[config.mk]
export PLATFORM = sky130hd
export DESIGN_NAME = particle_refinement_splitter_flat
export DESIGN_NICKNAME = d
export VERILOG_FILES = /design/src/prs_pkg.sv /design/src/prs_if.sv /design/src/prs_front.sv /design/src/prs_queue.sv /design/src/prs_back.sv /design/src/particle_refinement_splitter.sv /design/src/flat_wrapper.sv
export SDC_FILE = /design/constraint.sdc
export NUM_CORES = 2
export LEC_CHECK = 0
export BUFFER_PORTS_ARGS = -buffer_cell sky130_fd_sc_hd__buf_2
export CAP_MARGIN = 25
export CORE_ASPECT_RATIO = 0.5
export CORE_MARGIN = 3
export CORE_UTILIZATION = 47
export DETAILED_ROUTE_END_ITERATION = 8
export PLACE_DENSITY = 0.72
export RECOVER_POWER = 50
export SYNTH_ARGS = -nofsm -noshare
export SYNTH_HDL_FRONTEND = slang
export SYNTH_SLANG_ARGS = --single-unit
[constraint.sdc]
create_clock -name clk_i -period 11.11 [get_ports clk_i]
set_input_delay 2.222 -clock clk_i [delete_from_list [all_inputs] [get_ports clk_i]]
set_output_delay 2.222 -clock clk_i [all_outputs]
set_load 0.03 [all_outputs]
[src/prs_pkg.sv]
package prs_pkg;

  // Field widths.
  localparam int unsigned WordW   = 32;
  localparam int unsigned RefineW = 4;
  localparam int unsigned SpaceW  = 31;
  localparam int unsigned DivW    = 2 * RefineW;

  // Largest refine factor that the register can encode.
  localparam int unsigned RefineCodeMax = (1 << RefineW) - 1;

  // Radix-16 divider: four quotient bits per cycle.
  localparam int unsigned DivBits  = 4;
  localparam int unsigned DivSteps = WordW / DivBits;

  // Depth of the job queue between front and back.
  localparam int unsigned QueueDepth = 2;

  // Configuration register indexes.
  localparam int unsigned CfgIdxW = 2;
  localparam logic [CfgIdxW-1:0] REG_REFINE  = 2'd0;
  localparam logic [CfgIdxW-1:0] REG_SPACING = 2'd1;
  localparam logic [CfgIdxW-1:0] REG_DOM_MIN = 2'd2;
  localparam logic [CfgIdxW-1:0] REG_DOM_MAX = 2'd3;

  // Register reset values.
  localparam logic [RefineW-1:0] RefineReset  = 4'd2;
  localparam logic [SpaceW-1:0]  SpacingReset = 31'd65536;
  localparam logic [WordW-1:0]   DomMinReset  = 32'h0000_0000;
  localparam logic [WordW-1:0]   DomMaxReset  = 32'h7fff_ffff;

  // Configuration as seen by the datapath.
  typedef struct packed {
    logic [RefineW-1:0]      refine;
    logic [SpaceW-1:0]       spacing;
    logic signed [WordW-1:0] dom_min;
    logic signed [WordW-1:0] dom_max;
  } cfg_t;

  // One validated mother, ready to be split.
  typedef struct packed {
    logic [WordW-1:0]        quot;
    logic [DivW-1:0]         rem;
    logic [DivW-1:0]         divisor;
    logic [RefineW-1:0]      refine;
    logic signed [WordW-1:0] first_pos;
    logic signed [WordW-1:0] vel_x;
    logic signed [WordW-1:0] vel_y;
    logic signed [WordW-1:0] vel_z;
  } job_t;

endpackage

[src/prs_if.sv]
// Mother particle channel.
interface prs_in_if;
  logic               valid;
  logic               ready;
  logic        [31:0] mother_weight;
  logic signed [31:0] mother_position;
  logic signed [31:0] vel_x_in;
  logic signed [31:0] vel_y_in;
  logic signed [31:0] vel_z_in;

  modport source (
    output valid, mother_weight, mother_position, vel_x_in, vel_y_in, vel_z_in,
    input  ready
  );
  modport sink (
    input  valid, mother_weight, mother_position, vel_x_in, vel_y_in, vel_z_in,
    output ready
  );
endinterface

// Child particle channel.
interface prs_out_if;
  logic               valid;
  logic               ready;
  logic        [31:0] child_weight;
  logic signed [31:0] child_position;
  logic signed [31:0] vel_x_out;
  logic signed [31:0] vel_y_out;
  logic signed [31:0] vel_z_out;
  logic               last_child;

  modport source (
    output valid, child_weight, child_position, vel_x_out, vel_y_out, vel_z_out,
           last_child,
    input  ready
  );
  modport sink (
    input  valid, child_weight, child_position, vel_x_out, vel_y_out, vel_z_out,
           last_child,
    output ready
  );
endinterface

[src/prs_front.sv]
module prs_front #(
  parameter int unsigned MAX_REFINE = 8
) (
  input  logic           clk_i,
  input  logic           rst_ni,
  input  prs_pkg::cfg_t  cfg_i,
  prs_in_if.sink         in_ch,
  output logic           push_o,
  output prs_pkg::job_t  job_o,
  input  logic           full_i
);
  import prs_pkg::*;

  localparam int unsigned RLim = (MAX_REFINE < RefineCodeMax) ? MAX_REFINE : RefineCodeMax;
  localparam int unsigned CntW = (DivSteps > 1) ? $clog2(DivSteps) : 1;
  localparam int unsigned OffW = RefineW + SpaceW;
  localparam int unsigned ChkW = OffW + 2;

  localparam logic [1:0] S_IDLE  = 2'd0;
  localparam logic [1:0] S_CHECK = 2'd1;
  localparam logic [1:0] S_DIV   = 2'd2;
  localparam logic [1:0] S_PUSH  = 2'd3;

  logic [1:0]              state_q, state_d;
  logic [CntW-1:0]         cnt_q, cnt_d;
  logic [RefineW-1:0]      refine_q;
  logic [DivW-1:0]         divisor_q;
  logic [OffW-1:0]         offset_q;
  logic signed [WordW-1:0] pos_q, first_q;
  logic signed [WordW-1:0] vx_q, vy_q, vz_q;
  logic [WordW-1:0]        dq_q, dq_d;
  logic [DivW-1:0]         drem_q, drem_d;

  logic                    accept;
  logic [RefineW-1:0]      refine_c;
  logic signed [ChkW-1:0]  first_c, last_c, lo_c, hi_c;
  logic                    in_domain;

  assign in_ch.ready = (state_q == S_IDLE);
  assign accept      = in_ch.valid && in_ch.ready;

  // Clamp the refine factor to the supported range.
  always_comb begin
    if (cfg_i.refine == '0) begin
      refine_c = RefineW'(1);
    end else if (cfg_i.refine > RefineW'(RLim)) begin
      refine_c = RefineW'(RLim);
    end else begin
      refine_c = cfg_i.refine;
    end
  end

  // Outermost children, checked at full width against the open domain.
  always_comb begin
    first_c   = ChkW'(pos_q) - $signed({2'b00, offset_q});
    last_c    = ChkW'(pos_q) + $signed({2'b00, offset_q});
    lo_c      = ChkW'(cfg_i.dom_min);
    hi_c      = ChkW'(cfg_i.dom_max);
    in_domain = (first_c > lo_c) && (first_c < hi_c) && (last_c > lo_c) && (last_c < hi_c);
  end

  // Four restoring division steps per cycle, weight over r squared.
  always_comb begin
    logic [DivW:0]    t;
    logic [DivW-1:0]  r;
    logic [WordW-1:0] qv;
    r  = drem_q;
    qv = dq_q;
    for (int i = 0; i < DivBits; i++) begin
      t  = {r, qv[WordW-1]};
      qv = {qv[WordW-2:0], 1'b0};
      if (t >= {1'b0, divisor_q}) begin
        t     = t - {1'b0, divisor_q};
        qv[0] = 1'b1;
      end
      r = t[DivW-1:0];
    end
    drem_d = r;
    dq_d   = qv;
  end

  // Sequencer: accept, check (a mother outside the domain is dropped), divide, hand over.
  always_comb begin
    state_d = state_q;
    cnt_d   = cnt_q;
    push_o  = 1'b0;
    unique case (state_q)
      S_IDLE: begin
        if (accept) state_d = S_CHECK;
      end
      S_CHECK: begin
        cnt_d   = '0;
        state_d = in_domain ? S_DIV : S_IDLE;
      end
      S_DIV: begin
        cnt_d = cnt_q + CntW'(1);
        if (cnt_q == CntW'(DivSteps - 1)) state_d = S_PUSH;
      end
      S_PUSH: begin
        if (!full_i) begin
          push_o  = 1'b1;
          state_d = S_IDLE;
        end
      end
      default: state_d = S_IDLE;
    endcase
  end

  always_ff @(posedge clk_i or negedge rst_ni) begin
    if (!rst_ni) begin
      state_q <= S_IDLE;
      cnt_q   <= '0;
    end else begin
      state_q <= state_d;
      cnt_q   <= cnt_d;
    end
  end

  // Mother payload and divider datapath.
  always_ff @(posedge clk_i) begin
    if (accept) begin
      refine_q  <= refine_c;
      divisor_q <= DivW'(refine_c) * DivW'(refine_c);
      offset_q  <= OffW'(refine_c - RefineW'(1)) * OffW'(cfg_i.spacing);
      pos_q     <= in_ch.mother_position;
      vx_q      <= in_ch.vel_x_in;
      vy_q      <= in_ch.vel_y_in;
      vz_q      <= in_ch.vel_z_in;
      dq_q      <= in_ch.mother_weight;
      drem_q    <= '0;
    end else if (state_q == S_DIV) begin
      dq_q   <= dq_d;
      drem_q <= drem_d;
    end
    if (state_q == S_CHECK) begin
      first_q <= first_c[WordW-1:0];
    end
  end

  always_comb begin
    job_o.quot      = dq_q;
    job_o.rem       = drem_q;
    job_o.divisor   = divisor_q;
    job_o.refine    = refine_q;
    job_o.first_pos = first_q;
    job_o.vel_x     = vx_q;
    job_o.vel_y     = vy_q;
    job_o.vel_z     = vz_q;
  end

endmodule

[src/prs_queue.sv]
module prs_queue (
  input  logic          clk_i,
  input  logic          rst_ni,
  input  logic          push_i,
  input  prs_pkg::job_t job_i,
  output logic          full_o,
  input  logic          pop_i,
  output prs_pkg::job_t job_o,
  output logic          empty_o
);
  import prs_pkg::*;

  localparam int unsigned PtrW = (QueueDepth > 1) ? $clog2(QueueDepth) : 1;
  localparam int unsigned CntW = $clog2(QueueDepth + 1);

  job_t            mem_q [QueueDepth];
  logic [PtrW-1:0] wr_ptr_q, rd_ptr_q;
  logic [CntW-1:0] count_q;
  logic            do_push, do_pop;

  assign full_o  = (count_q == CntW'(QueueDepth));
  assign empty_o = (count_q == '0);
  assign do_push = push_i && !full_o;
  assign do_pop  = pop_i && !empty_o;
  assign job_o   = mem_q[rd_ptr_q];

  // Pointers wrap at the queue depth.
  always_ff @(posedge clk_i or negedge rst_ni) begin
    if (!rst_ni) begin
      wr_ptr_q <= '0;
      rd_ptr_q <= '0;
      count_q  <= '0;
    end else begin
      if (do_push) begin
        wr_ptr_q <= (wr_ptr_q == PtrW'(QueueDepth - 1)) ? '0 : wr_ptr_q + PtrW'(1);
      end
      if (do_pop) begin
        rd_ptr_q <= (rd_ptr_q == PtrW'(QueueDepth - 1)) ? '0 : rd_ptr_q + PtrW'(1);
      end
      if (do_push && !do_pop) begin
        count_q <= count_q + CntW'(1);
      end else if (do_pop && !do_push) begin
        count_q <= count_q - CntW'(1);
      end
    end
  end

  always_ff @(posedge clk_i) begin
    if (do_push) mem_q[wr_ptr_q] <= job_i;
  end

endmodule

[src/prs_back.sv]
module prs_back #(
  parameter int unsigned MAX_REFINE = 8
) (
  input  logic                       clk_i,
  input  logic                       rst_ni,
  input  logic [prs_pkg::SpaceW-1:0] spacing_i,
  input  prs_pkg::job_t              job_i,
  input  logic                       empty_i,
  output logic                       pop_o,
  prs_out_if.source                  out_ch
);
  import prs_pkg::*;

  localparam int unsigned RLim = (MAX_REFINE < RefineCodeMax) ? MAX_REFINE : RefineCodeMax;
  localparam int unsigned KW   = $clog2(2 * RLim);

  logic                    valid_q;
  logic [KW-1:0]           k_q;
  logic [RefineW-1:0]      refine_q;
  logic [WordW-1:0]        quot_q, step_q;
  logic [DivW-1:0]         rem_q, step_rem_q, divisor_q;
  logic signed [WordW-1:0] pos_q, vx_q, vy_q, vz_q;

  logic                    take, last, load, rising;
  logic [KW-1:0]           k_peak, k_last;
  logic [DivW:0]           sum_rem, diff_rem;
  logic                    wrap, borrow;
  logic [WordW-1:0]        quot_n;
  logic [DivW-1:0]         rem_n;

  // Child k rises in weight up to the peak child r-1, then falls.
  assign k_peak = KW'(refine_q - RefineW'(1));
  assign k_last = KW'({refine_q - RefineW'(1), 1'b0});
  assign last   = (k_q == k_last);
  assign rising = (k_q < k_peak);

  assign take  = out_ch.valid && out_ch.ready;
  assign load  = !valid_q || (take && last);
  assign pop_o = load && !empty_i;

  // Next weight quotient: add or remove one mother weight over r squared.
  always_comb begin
    sum_rem  = {1'b0, rem_q} + {1'b0, step_rem_q};
    diff_rem = {1'b0, rem_q} - {1'b0, step_rem_q};
    wrap     = (sum_rem >= {1'b0, divisor_q});
    borrow   = diff_rem[DivW];
    if (rising) begin
      rem_n  = wrap ? DivW'(sum_rem - {1'b0, divisor_q}) : sum_rem[DivW-1:0];
      quot_n = quot_q + step_q + WordW'(wrap);
    end else begin
      rem_n  = borrow ? DivW'(diff_rem + {1'b0, divisor_q}) : diff_rem[DivW-1:0];
      quot_n = quot_q - step_q - WordW'(borrow);
    end
  end

  always_ff @(posedge clk_i or negedge rst_ni) begin
    if (!rst_ni) begin
      valid_q <= 1'b0;
      k_q     <= '0;
    end else if (pop_o) begin
      valid_q <= 1'b1;
      k_q     <= '0;
    end else if (load) begin
      valid_q <= 1'b0;
    end else if (take) begin
      k_q <= k_q + KW'(1);
    end
  end

  // Child payload.
  always_ff @(posedge clk_i) begin
    if (pop_o) begin
      refine_q   <= job_i.refine;
      quot_q     <= job_i.quot;
      step_q     <= job_i.quot;
      rem_q      <= job_i.rem;
      step_rem_q <= job_i.rem;
      divisor_q  <= job_i.divisor;
      pos_q      <= job_i.first_pos;
      vx_q       <= job_i.vel_x;
      vy_q       <= job_i.vel_y;
      vz_q       <= job_i.vel_z;
    end else if (take && !last) begin
      quot_q <= quot_n;
      rem_q  <= rem_n;
      pos_q  <= pos_q + $signed({1'b0, spacing_i});
    end
  end

  assign out_ch.valid          = valid_q;
  assign out_ch.child_weight   = quot_q;
  assign out_ch.child_position = pos_q;
  assign out_ch.vel_x_out      = vx_q;
  assign out_ch.vel_y_out      = vy_q;
  assign out_ch.vel_z_out      = vz_q;
  assign out_ch.last_child     = last;

endmodule

[src/particle_refinement_splitter.sv]
// The front checks each accepted mother against the domain, then runs the
// radix-16 weight divider; the back sends one child per cycle while the
// output is ready, and a two-entry queue lets front and back overlap, so the
// front can take a new mother while the back still sends children.
// Reset: asynchronous, active low; registers return to their defaults and
// the queue and both sides go empty at once.
module particle_refinement_splitter #(
  parameter int unsigned MAX_REFINE = 8
) (
  input  logic        clk_i,
  input  logic        rst_ni,
  prs_in_if.sink      in_ch,
  prs_out_if.source   out_ch,
  input  logic        cfg_we_i,
  input  logic [1:0]  cfg_idx_i,
  input  logic [31:0] cfg_data_i
);
  import prs_pkg::*;

  cfg_t cfg_q;
  job_t front_job, queue_job;
  logic push, full, pop, empty;

  // Configuration registers.
  always_ff @(posedge clk_i or negedge rst_ni) begin
    if (!rst_ni) begin
      cfg_q.refine  <= RefineReset;
      cfg_q.spacing <= SpacingReset;
      cfg_q.dom_min <= DomMinReset;
      cfg_q.dom_max <= DomMaxReset;
    end else if (cfg_we_i) begin
      unique case (cfg_idx_i)
        REG_REFINE:  cfg_q.refine  <= cfg_data_i[RefineW-1:0];
        REG_SPACING: cfg_q.spacing <= cfg_data_i[SpaceW-1:0];
        REG_DOM_MIN: cfg_q.dom_min <= cfg_data_i;
        REG_DOM_MAX: cfg_q.dom_max <= cfg_data_i;
        default: ;
      endcase
    end
  end

  prs_front #(
    .MAX_REFINE (MAX_REFINE)
  ) u_front (
    .clk_i  (clk_i),
    .rst_ni (rst_ni),
    .cfg_i  (cfg_q),
    .in_ch  (in_ch),
    .push_o (push),
    .job_o  (front_job),
    .full_i (full)
  );

  prs_queue u_queue (
    .clk_i   (clk_i),
    .rst_ni  (rst_ni),
    .push_i  (push),
    .job_i   (front_job),
    .full_o  (full),
    .pop_i   (pop),
    .job_o   (queue_job),
    .empty_o (empty)
  );

  prs_back #(
    .MAX_REFINE (MAX_REFINE)
  ) u_back (
    .clk_i     (clk_i),
    .rst_ni    (rst_ni),
    .spacing_i (cfg_q.spacing),
    .job_i     (queue_job),
    .empty_i   (empty),
    .pop_o     (pop),
    .out_ch    (out_ch)
  );

endmodule

[src/flat_wrapper.sv]
// flat-port wrapper written by rule: the top's interface ports become plain ports
module particle_refinement_splitter_flat import prs_pkg::*;
#(
  parameter int unsigned MAX_REFINE = 8
)
  (clk_i, rst_ni, cfg_we_i, cfg_idx_i, cfg_data_i, in_ch_valid, in_ch_mother_weight, in_ch_mother_position, in_ch_vel_x_in, in_ch_vel_y_in, in_ch_vel_z_in, in_ch_ready, out_ch_valid, out_ch_child_weight, out_ch_child_position, out_ch_vel_x_out, out_ch_vel_y_out, out_ch_vel_z_out, out_ch_last_child, out_ch_ready);
  prs_in_if in_ch_i ();
  prs_out_if out_ch_i ();
  input  logic clk_i;
  input  logic rst_ni;
  input  logic cfg_we_i;
  input  logic [1:0] cfg_idx_i;
  input  logic [31:0] cfg_data_i;
  input wire logic [$bits(in_ch_i.valid)-1:0] in_ch_valid;
  input wire logic [$bits(in_ch_i.mother_weight)-1:0] in_ch_mother_weight;
  input wire logic [$bits(in_ch_i.mother_position)-1:0] in_ch_mother_position;
  input wire logic [$bits(in_ch_i.vel_x_in)-1:0] in_ch_vel_x_in;
  input wire logic [$bits(in_ch_i.vel_y_in)-1:0] in_ch_vel_y_in;
  input wire logic [$bits(in_ch_i.vel_z_in)-1:0] in_ch_vel_z_in;
  output wire logic [$bits(in_ch_i.ready)-1:0] in_ch_ready;
  output wire logic [$bits(out_ch_i.valid)-1:0] out_ch_valid;
  output wire logic [$bits(out_ch_i.child_weight)-1:0] out_ch_child_weight;
  output wire logic [$bits(out_ch_i.child_position)-1:0] out_ch_child_position;
  output wire logic [$bits(out_ch_i.vel_x_out)-1:0] out_ch_vel_x_out;
  output wire logic [$bits(out_ch_i.vel_y_out)-1:0] out_ch_vel_y_out;
  output wire logic [$bits(out_ch_i.vel_z_out)-1:0] out_ch_vel_z_out;
  output wire logic [$bits(out_ch_i.last_child)-1:0] out_ch_last_child;
  input wire logic [$bits(out_ch_i.ready)-1:0] out_ch_ready;
  assign in_ch_i.valid = in_ch_valid;
  assign in_ch_i.mother_weight = in_ch_mother_weight;
  assign in_ch_i.mother_position = in_ch_mother_position;
  assign in_ch_i.vel_x_in = in_ch_vel_x_in;
  assign in_ch_i.vel_y_in = in_ch_vel_y_in;
  assign in_ch_i.vel_z_in = in_ch_vel_z_in;
  assign in_ch_ready = in_ch_i.ready;
  assign out_ch_valid = out_ch_i.valid;
  assign out_ch_child_weight = out_ch_i.child_weight;
  assign out_ch_child_position = out_ch_i.child_position;
  assign out_ch_vel_x_out = out_ch_i.vel_x_out;
  assign out_ch_vel_y_out = out_ch_i.vel_y_out;
  assign out_ch_vel_z_out = out_ch_i.vel_z_out;
  assign out_ch_last_child = out_ch_i.last_child;
  assign out_ch_i.ready = out_ch_ready;
  particle_refinement_splitter #(.MAX_REFINE(MAX_REFINE)) u_core (.clk_i(clk_i), .rst_ni(rst_ni), .in_ch(in_ch_i), .out_ch(out_ch_i), .cfg_we_i(cfg_we_i), .cfg_idx_i(cfg_idx_i), .cfg_data_i(cfg_data_i));
endmodule
## Word level (Yosys, flattened, before mapping)

Memory sizes are Yosys's and may differ from the RTL's.
Index checks and enable logic that the tools add are counted.

- Word-level logic and storage cells: 157
- Register bits: 580
- Memories: 1
- Output and inout bits: 163
- RAM bits: 360
- Input port bits: 199

Memory list:

| name | words | width | rd ports | clocked after memory_dff | wr ports | line | source |
|---|---|---|---|---|---|---|---|
| u_core.u_queue.mem_q | 2 | 180 | 1 | 0 | 1 | prs_queue.sv:16 | `job_t mem_q [QueueDepth];` |

- Multiplexer cells: 41
- Add/subtract/negate cells: 23
- Reductions and logical operators: 35
- Multiply operators: 2
- Equal/unequal tests: 13
- $lt $le $gt $ge: 11

Operators with widths:

| operator | count |
|---|---|
| 32-bit 2-to-1 mux | 7 |
| 37-bit by 32-bit greater-than comparator with 1-bit output | 2 |
| 37-bit by 32-bit less-than comparator with 1-bit output | 2 |
| 8-bit 2-to-1 mux | 9 |
| 32-bit adder | 2 |
| 9-bit by 8-bit >= comparator with 1-bit output | 5 |
| 8-bit subtractor | 5 |
| 32-bit by 36-bit adder with 37-bit output | 1 |
| 32-bit by 36-bit subtractor with 37-bit output | 1 |
| 5-bit by 32-bit multiplier with 35-bit output | 1 |
| 32-bit by 1-bit adder with 32-bit output | 1 |
| 32-bit by 1-bit subtractor with 32-bit output | 1 |
| 32-bit subtractor | 1 |
| 4-bit 2-to-1 mux | 5 |
| 1-bit logical AND | 12 |
| 1-bit 2-to-1 mux | 12 |
| 2-bit 2-to-1 mux | 6 |
| 2-bit nonzero test | 6 |
| 2-bit equality test (second input constant) | 5 |
| 2-bit AND reduction | 5 |
| 8-bit by 8-bit adder with 9-bit output | 1 |
| 8-bit by 8-bit subtractor with 9-bit output | 1 |
| 8-bit adder | 1 |
| 4-bit by 4-bit multiplier with 8-bit output | 1 |
| other kinds (21) | 32 |

## Logic depth before layout (Yosys ltp)

- Word-level depth: 10
- Gate-level depth with buffers: 39
- Gate-level depth less buffers: 37

## Modules after synthesis

A second synthesis with hierarchy kept.

- Cell total of the unflattened synthesis: 4276
- Area total of the unflattened synthesis: 53354.9 µm²

Modules (own cells, without submodules):

| module | sequential area each (µm²) | area an instance (µm²) | cells an instance | instances |
|---|---|---|---|---|
| prs_front | 7402.1 | 21436.8 | 2074 | 1 |
| prs_back | 6731.5 | 14671.6 | 1412 | 1 |
| prs_queue | 10910.5 | 13540.5 | 579 | 1 |
| particle_refinement_splitter | 2518.7 | 3706.1 | 211 | 1 |

## Least setup slack after synthesis

Ideal clock, no wire load.

- Kind: register -> register
- Start point: reg u_core.u_queue.count_q[0]
- End point: mem u_core.u_queue.mem_q[0][0] in the netlist's numbering (enable)
- Required time: 10392 ps
- Slack: 2257 ps
- Setup time: 718 ps
- Stages on the path, launching flop included: 5
- Clock period less this slack: 8853 ps
- Arrival: 8135 ps
- Path buffers: 1
- Cells stage by stage: dfrtp_1 > clkbuf_1 > nand2b_1 > nand2_1 > nor2_1

- Longest elaborated chain between the ends: 6
- Elaborated cells on any way between the ends: 7
- Those cells by class: eq/ne: 1; mux: 4; reduce/logical: 2

RTL lines:

| item | line | source |
|---|---|---|
| from (decl) | prs_queue.sv:18 | `logic [CntW-1:0] count_q;` |
| from (signal assigned) | prs_queue.sv:41 | `count_q <= count_q + CntW'(1);` |
| from (signal assigned) | prs_queue.sv:43 | `count_q <= count_q - CntW'(1);` |
| 2-bit equality test (*) | prs_queue.sv:21 | `assign full_o = (count_q == CntW'(QueueDepth));` |
| 1-bit 2-to-1 mux | prs_front.sv:100 | `if (!full_i) begin` |
| 1-bit 2-to-1 mux | prs_front.sv:87 | `unique case (state_q)` |
| 1-bit logical AND (*) | prs_queue.sv:23 | `assign do_push = push_i && !full_o;` |
| 1-bit 2-to-1 mux (*) | prs_queue.sv:49 | `if (do_push) mem_q[wr_ptr_q] <= job_i;` |
| 1-bit 2-to-1 mux (not written as such) (*) | prs_queue.sv:49 |  |
| to (decl) | prs_queue.sv:16 |  |

Mark *: on every way between the ends. The rest lies on a longest branch, timed or not.

## Final worst setup path

- Start point: reg u_core.u_front.divisor_q[3]
- End point: reg u_core.u_front.drem_q[1]

- Longest elaborated chain between the ends: 8
- Elaborated cells on any way between the ends: 12
- Those cells by class: add/sub: 4; order compare: 4; mux: 4

RTL lines:

| item | line | source |
|---|---|---|
| from (decl) | prs_front.sv:27 | `logic [DivW-1:0] divisor_q;` |
| from (signal assigned) | prs_front.sv:123 | `divisor_q <= DivW'(refine_c) * DivW'(refine_c);` |
| 8-bit subtractor or 9-bit by 8-bit >= comparator with 1-bit output (tied branches) | prs_front.sv:73, prs_front.sv:72 |  |
| 8-bit 2-to-1 mux | prs_front.sv:72 | `if (t >= {1'b0, divisor_q}) begin` |
| 8-bit subtractor or 9-bit by 8-bit >= comparator with 1-bit output (tied branches) | prs_front.sv:73, prs_front.sv:72 |  |
| 8-bit 2-to-1 mux | prs_front.sv:72 |  |
| 9-bit by 8-bit >= comparator with 1-bit output or 8-bit subtractor (tied branches) | prs_front.sv:72, prs_front.sv:73 |  |
| 8-bit 2-to-1 mux | prs_front.sv:72 |  |
| 8-bit subtractor or 9-bit by 8-bit >= comparator with 1-bit output (tied branches) | prs_front.sv:73, prs_front.sv:72 |  |
| 8-bit 2-to-1 mux (*) | prs_front.sv:72 |  |
| to (signal assigned) | prs_front.sv:133 | `drem_q <= drem_d;` |
| to (decl) | prs_front.sv:32 | `logic [DivW-1:0] drem_q, drem_d;` |

Marks and branches as above.
A chain may end at the register's enable or synchronous reset.

==> impl_metrics.py <==
metrics = {
    "run_status": {
        "outcome": "finished, violations left",
        "violations": "max-capacitance violations, max-slew violations",
    },
    "clock_network": {
        "cts_tree": "done",
        "post_cts_resize_count": 0,
        "cts.htree.levels": 3,
        "cts_setup_buffers": 0,
        "numCtsBuffers": 84,
        "clock-sinks": 932,
        "clock_path_buffers": 3,
        "clkLatencyLatePin_ns": 0.69,
        "root_buffer": "clkbuf_16",
        "hold_buffers": 0,
        "clk_pin_slew_ns": 0.07,
    },
    "setup_path": {
        "cp-startpoint": "u_core.u_front.divisor_q[3]$_DFFE_PP_",
        "critPathMaxFanout": 12,
        "path_buf_inv": 1,
        "critPathCaptureType": "flip-flop",
        "worstSetupStartpointType": "flip-flop",
        "worstSetupPathType": "reg -> reg",
        "cp_top_family": "compound AO/OA/AOI/OAI gates",
        "cpMostUsedCell": "a21oi_1",
        "arrival_ns": 9.47,
        "r2r_start": "u_core.u_front.divisor_q[3]$_DFFE_PP_",
        "cp_slowest_cell": "nor2_2",
        "cp_slowest_stage_delay_ns": 0.54,
        "cp.required_ns": 11.68,
    },
    "die": {
        "start_util_pct": 47.92,
        "core_mm2": 0.1088,
        "dieArea_mm2": 0.1152,
        "fp.dieW_um": 477.0,
        "io_pins": 362,
        "dieHeight_um": 241.5,
        "num_rows": 85,
    },
    "grt": {
        "grt_max_degree": 106,
        "grt_pass1_wl_mm": 194.4,
        "antenna_found_initial": 13,
        "grt_pass1_vias": 34680,
        "gr-usage-all-layers_pct": 21.38,
        "overflow": 0,
    },
    "cells_and_area": {
        "nFillCells": 9006,
        "regArea_mm2": 0.02738,
        "final_design_area_no_fill_mm2": 0.05877,
        "final_util_pct": 54.01,
        "syn_to_final_growth_pct": 12.72,
        "drive_gt1_share_pct": 17.52,
        "nets": 5433,
        "multiInputGateArea_mm2": 0.02316,
    },
    "yosys": {
        "ys_warn_count": 0,
        "ys_async_sr_fraction_pct": 12.12,
        "yosysTopAreaCellShare_pct": 46.71,
        "seq_area_frac_synth_pct": 52.52,
        "synth-edff-count": 811,
        "netlist_area_mm2": 0.05214,
        "synth-main-ff-cell": "edfxtp_1",
        "ys_seq_elements": 932,
        "synthCells": 4196,
        "synth.largest_area_cell": "edfxtp_1",
        "synth_area_leaders": "edfxtp_1, ha_1, mux2_2",
        "synth_top_cells_by_count": "edfxtp_1, ha_1, inv_1",
        "synth_most_common_cell": "edfxtp_1",
        "syn_area_per_cell_um2": 12.42,
        "synth_cell_types": 89,
    },
    "routing": {
        "routedWlPerCell_um": 20.10,
        "drc": 0,
        "via_per_inst": 5.443,
        "drtIter0Drc": 2227,
        "drt_first_pass_iters": 5,
        "dr_total_vias": 33760,
        "drtAntennaViolNets": 0,
        "drt-total-wl_mm": 124.6,
    },
    "timing": {
        "post-route-min-period_ns": 8.894,
        "tns_ns": 0,
        "rsz0062_at_grt": "false",
        "hold_viol": 0,
        "fin_crit_sh_pct": 80.06,
        "fmax_mhz": 112.4,
        "slew_violations": 604,
        "skew_ns": 0.03079,
        "setup_violations": 0,
        "slew_headroom_pct": -172.7,
        "worst_pin_slew_ns": 4.090,
    },
    "place": {
        "io_buffers": 361,
        "placed_area_mm2": 0.05598,
        "gp_congestion": 0.9182,
        "hpwl_mm": 91.83,
    },
    "worst_hold_path": {
        "hp-class": "reg -> reg",
        "hold_start": "u_core.u_front.vy_q[15]$_DFFE_PP_",
    },
    "job": {
        "drv_cap": 13,
    },
}
## registers in the layout (all words and copies together), names as in the netlist, 32 cells and up
register / count
u_core.u_back.out_ch.vel_y_out: 32
u_core.u_front.vx_q: 32
u_core.u_back.out_ch.child_position: 32
u_core.u_queue.mem_q: 356
u_core.u_front.vy_q: 32
u_core.cfg_q: 99
u_core.u_front.pos_q: 32
u_core.u_front.first_q: 32
u_core.u_back.step_q: 32
u_core.u_front.dq_q: 32
u_core.u_back.out_ch.vel_z_out: 32
u_core.u_back.out_ch.vel_x_out: 32
u_core.u_front.offset_q: 35
u_core.u_front.vz_q: 32
u_core.u_back.out_ch.child_weight: 32
## kinds of logic after synthesis
logic type | share of synthesized area [%]
AOI/OAI and AO/OA | 10.14
DFF | 52.52
xor gates and xnor gates | 3.645
muxes | 7.070
adders and majority gates | 15.56
buffers and inverters | 3.590
and+or+nand+nor | 7.464
other | 0.01440
## final cells by class
type,count,share of cell area (%)
diodes,9,0.03832
clock buffers,106,3.854
clock inverters,50,0.9730
inverters,405,2.612
multi-input cells,2831,39.41
flip-flops and latches,932,46.60
well taps,1479,3.149
repair buffers,390,3.368
## metal layers
| metal | routed length, µm | track usage (%) | share of wire [%] |
|---|---|---|---|
| met5 | 20 | 0 | 0.016 |
| met3 | 5247 | 2.902 | 4.2 |
| met1 | 54840 | 28.03 | 44 |
| met2 | 61140 | 37.15 | 49 |
| met4 | 3385 | 6.078 | 2.7 |
## worst reg2reg max path: cells and delay by family, from the launching register on
kind	cells	cell delay [ns]
AOI/OAI and AO/OA	14	3.20
and+or+nand+nor	13	2.86
adders and majority gates	4	1.42
muxes	2	0.84
DFF	1	0.36
buffers and inverters	1	0.14
## cell usage in the layout (no fill, tap or decap), drive strengths merged, types with 11 or more instances in the layout
cell type  instances
clkbuf           134
a31oi             32
nand2b            53
o211ai            21
a21oi            263
o31ai             23
o21a              45
or3               20
nand2            187
clkinv            36
inv              409
dfstp             33
a211oi            22
mux2i             36
fa                97
xor2              66
nor4              13
nand4             36
nand3             45
buf              362
nor2b             77
dfrtp             80
o21bai            47
a21boi            17
edfxtp           811
ha               493
conb              65
nor2             237
o21ai            166
or2               11
xnor2            151
a21o              90
mux2             295
and2              43
nor3              42
and3              13
## final timing paths
check / end / slack [ns] / cells after the start
min: u_core.u_queue.mem_q[0][47]$_DFFE_PP_ / 0.44 / 0
max: u_core.u_front.drem_q[1]$_SDFFE_PP0P_ / 2.22 / 34
min in group asynchronous: u_core.u_back.out_ch.valid$_DFFE_PN0P_ / 1.66 / 1
min reg2reg: u_core.u_queue.mem_q[0][47]$_DFFE_PP_ / 0.44 / 0
max reg2reg: u_core.u_front.drem_q[1]$_SDFFE_PP0P_ / 2.22 / 34
max in group asynchronous: u_core.cfg_q[40]$_DFFE_PN0P_ / 3.92 / 3
## per-stage QoR
step	hold WS, ns	setup slack, ns	cells
6_report	0.4398	2.216	6202
5_1_grt	0.4469	1.532	6199
4_1_cts	0.4438	2.290	6192
3_5_place_dp	0.4290	2.348	6036
3_3_place_gp	0.4230	2.327	6035
2_1_floorplan	0.4215	2.257	4259
Power is not shown: default switching activity piles up to over one toggle a cycle in this logic, so the estimate is an artifact.
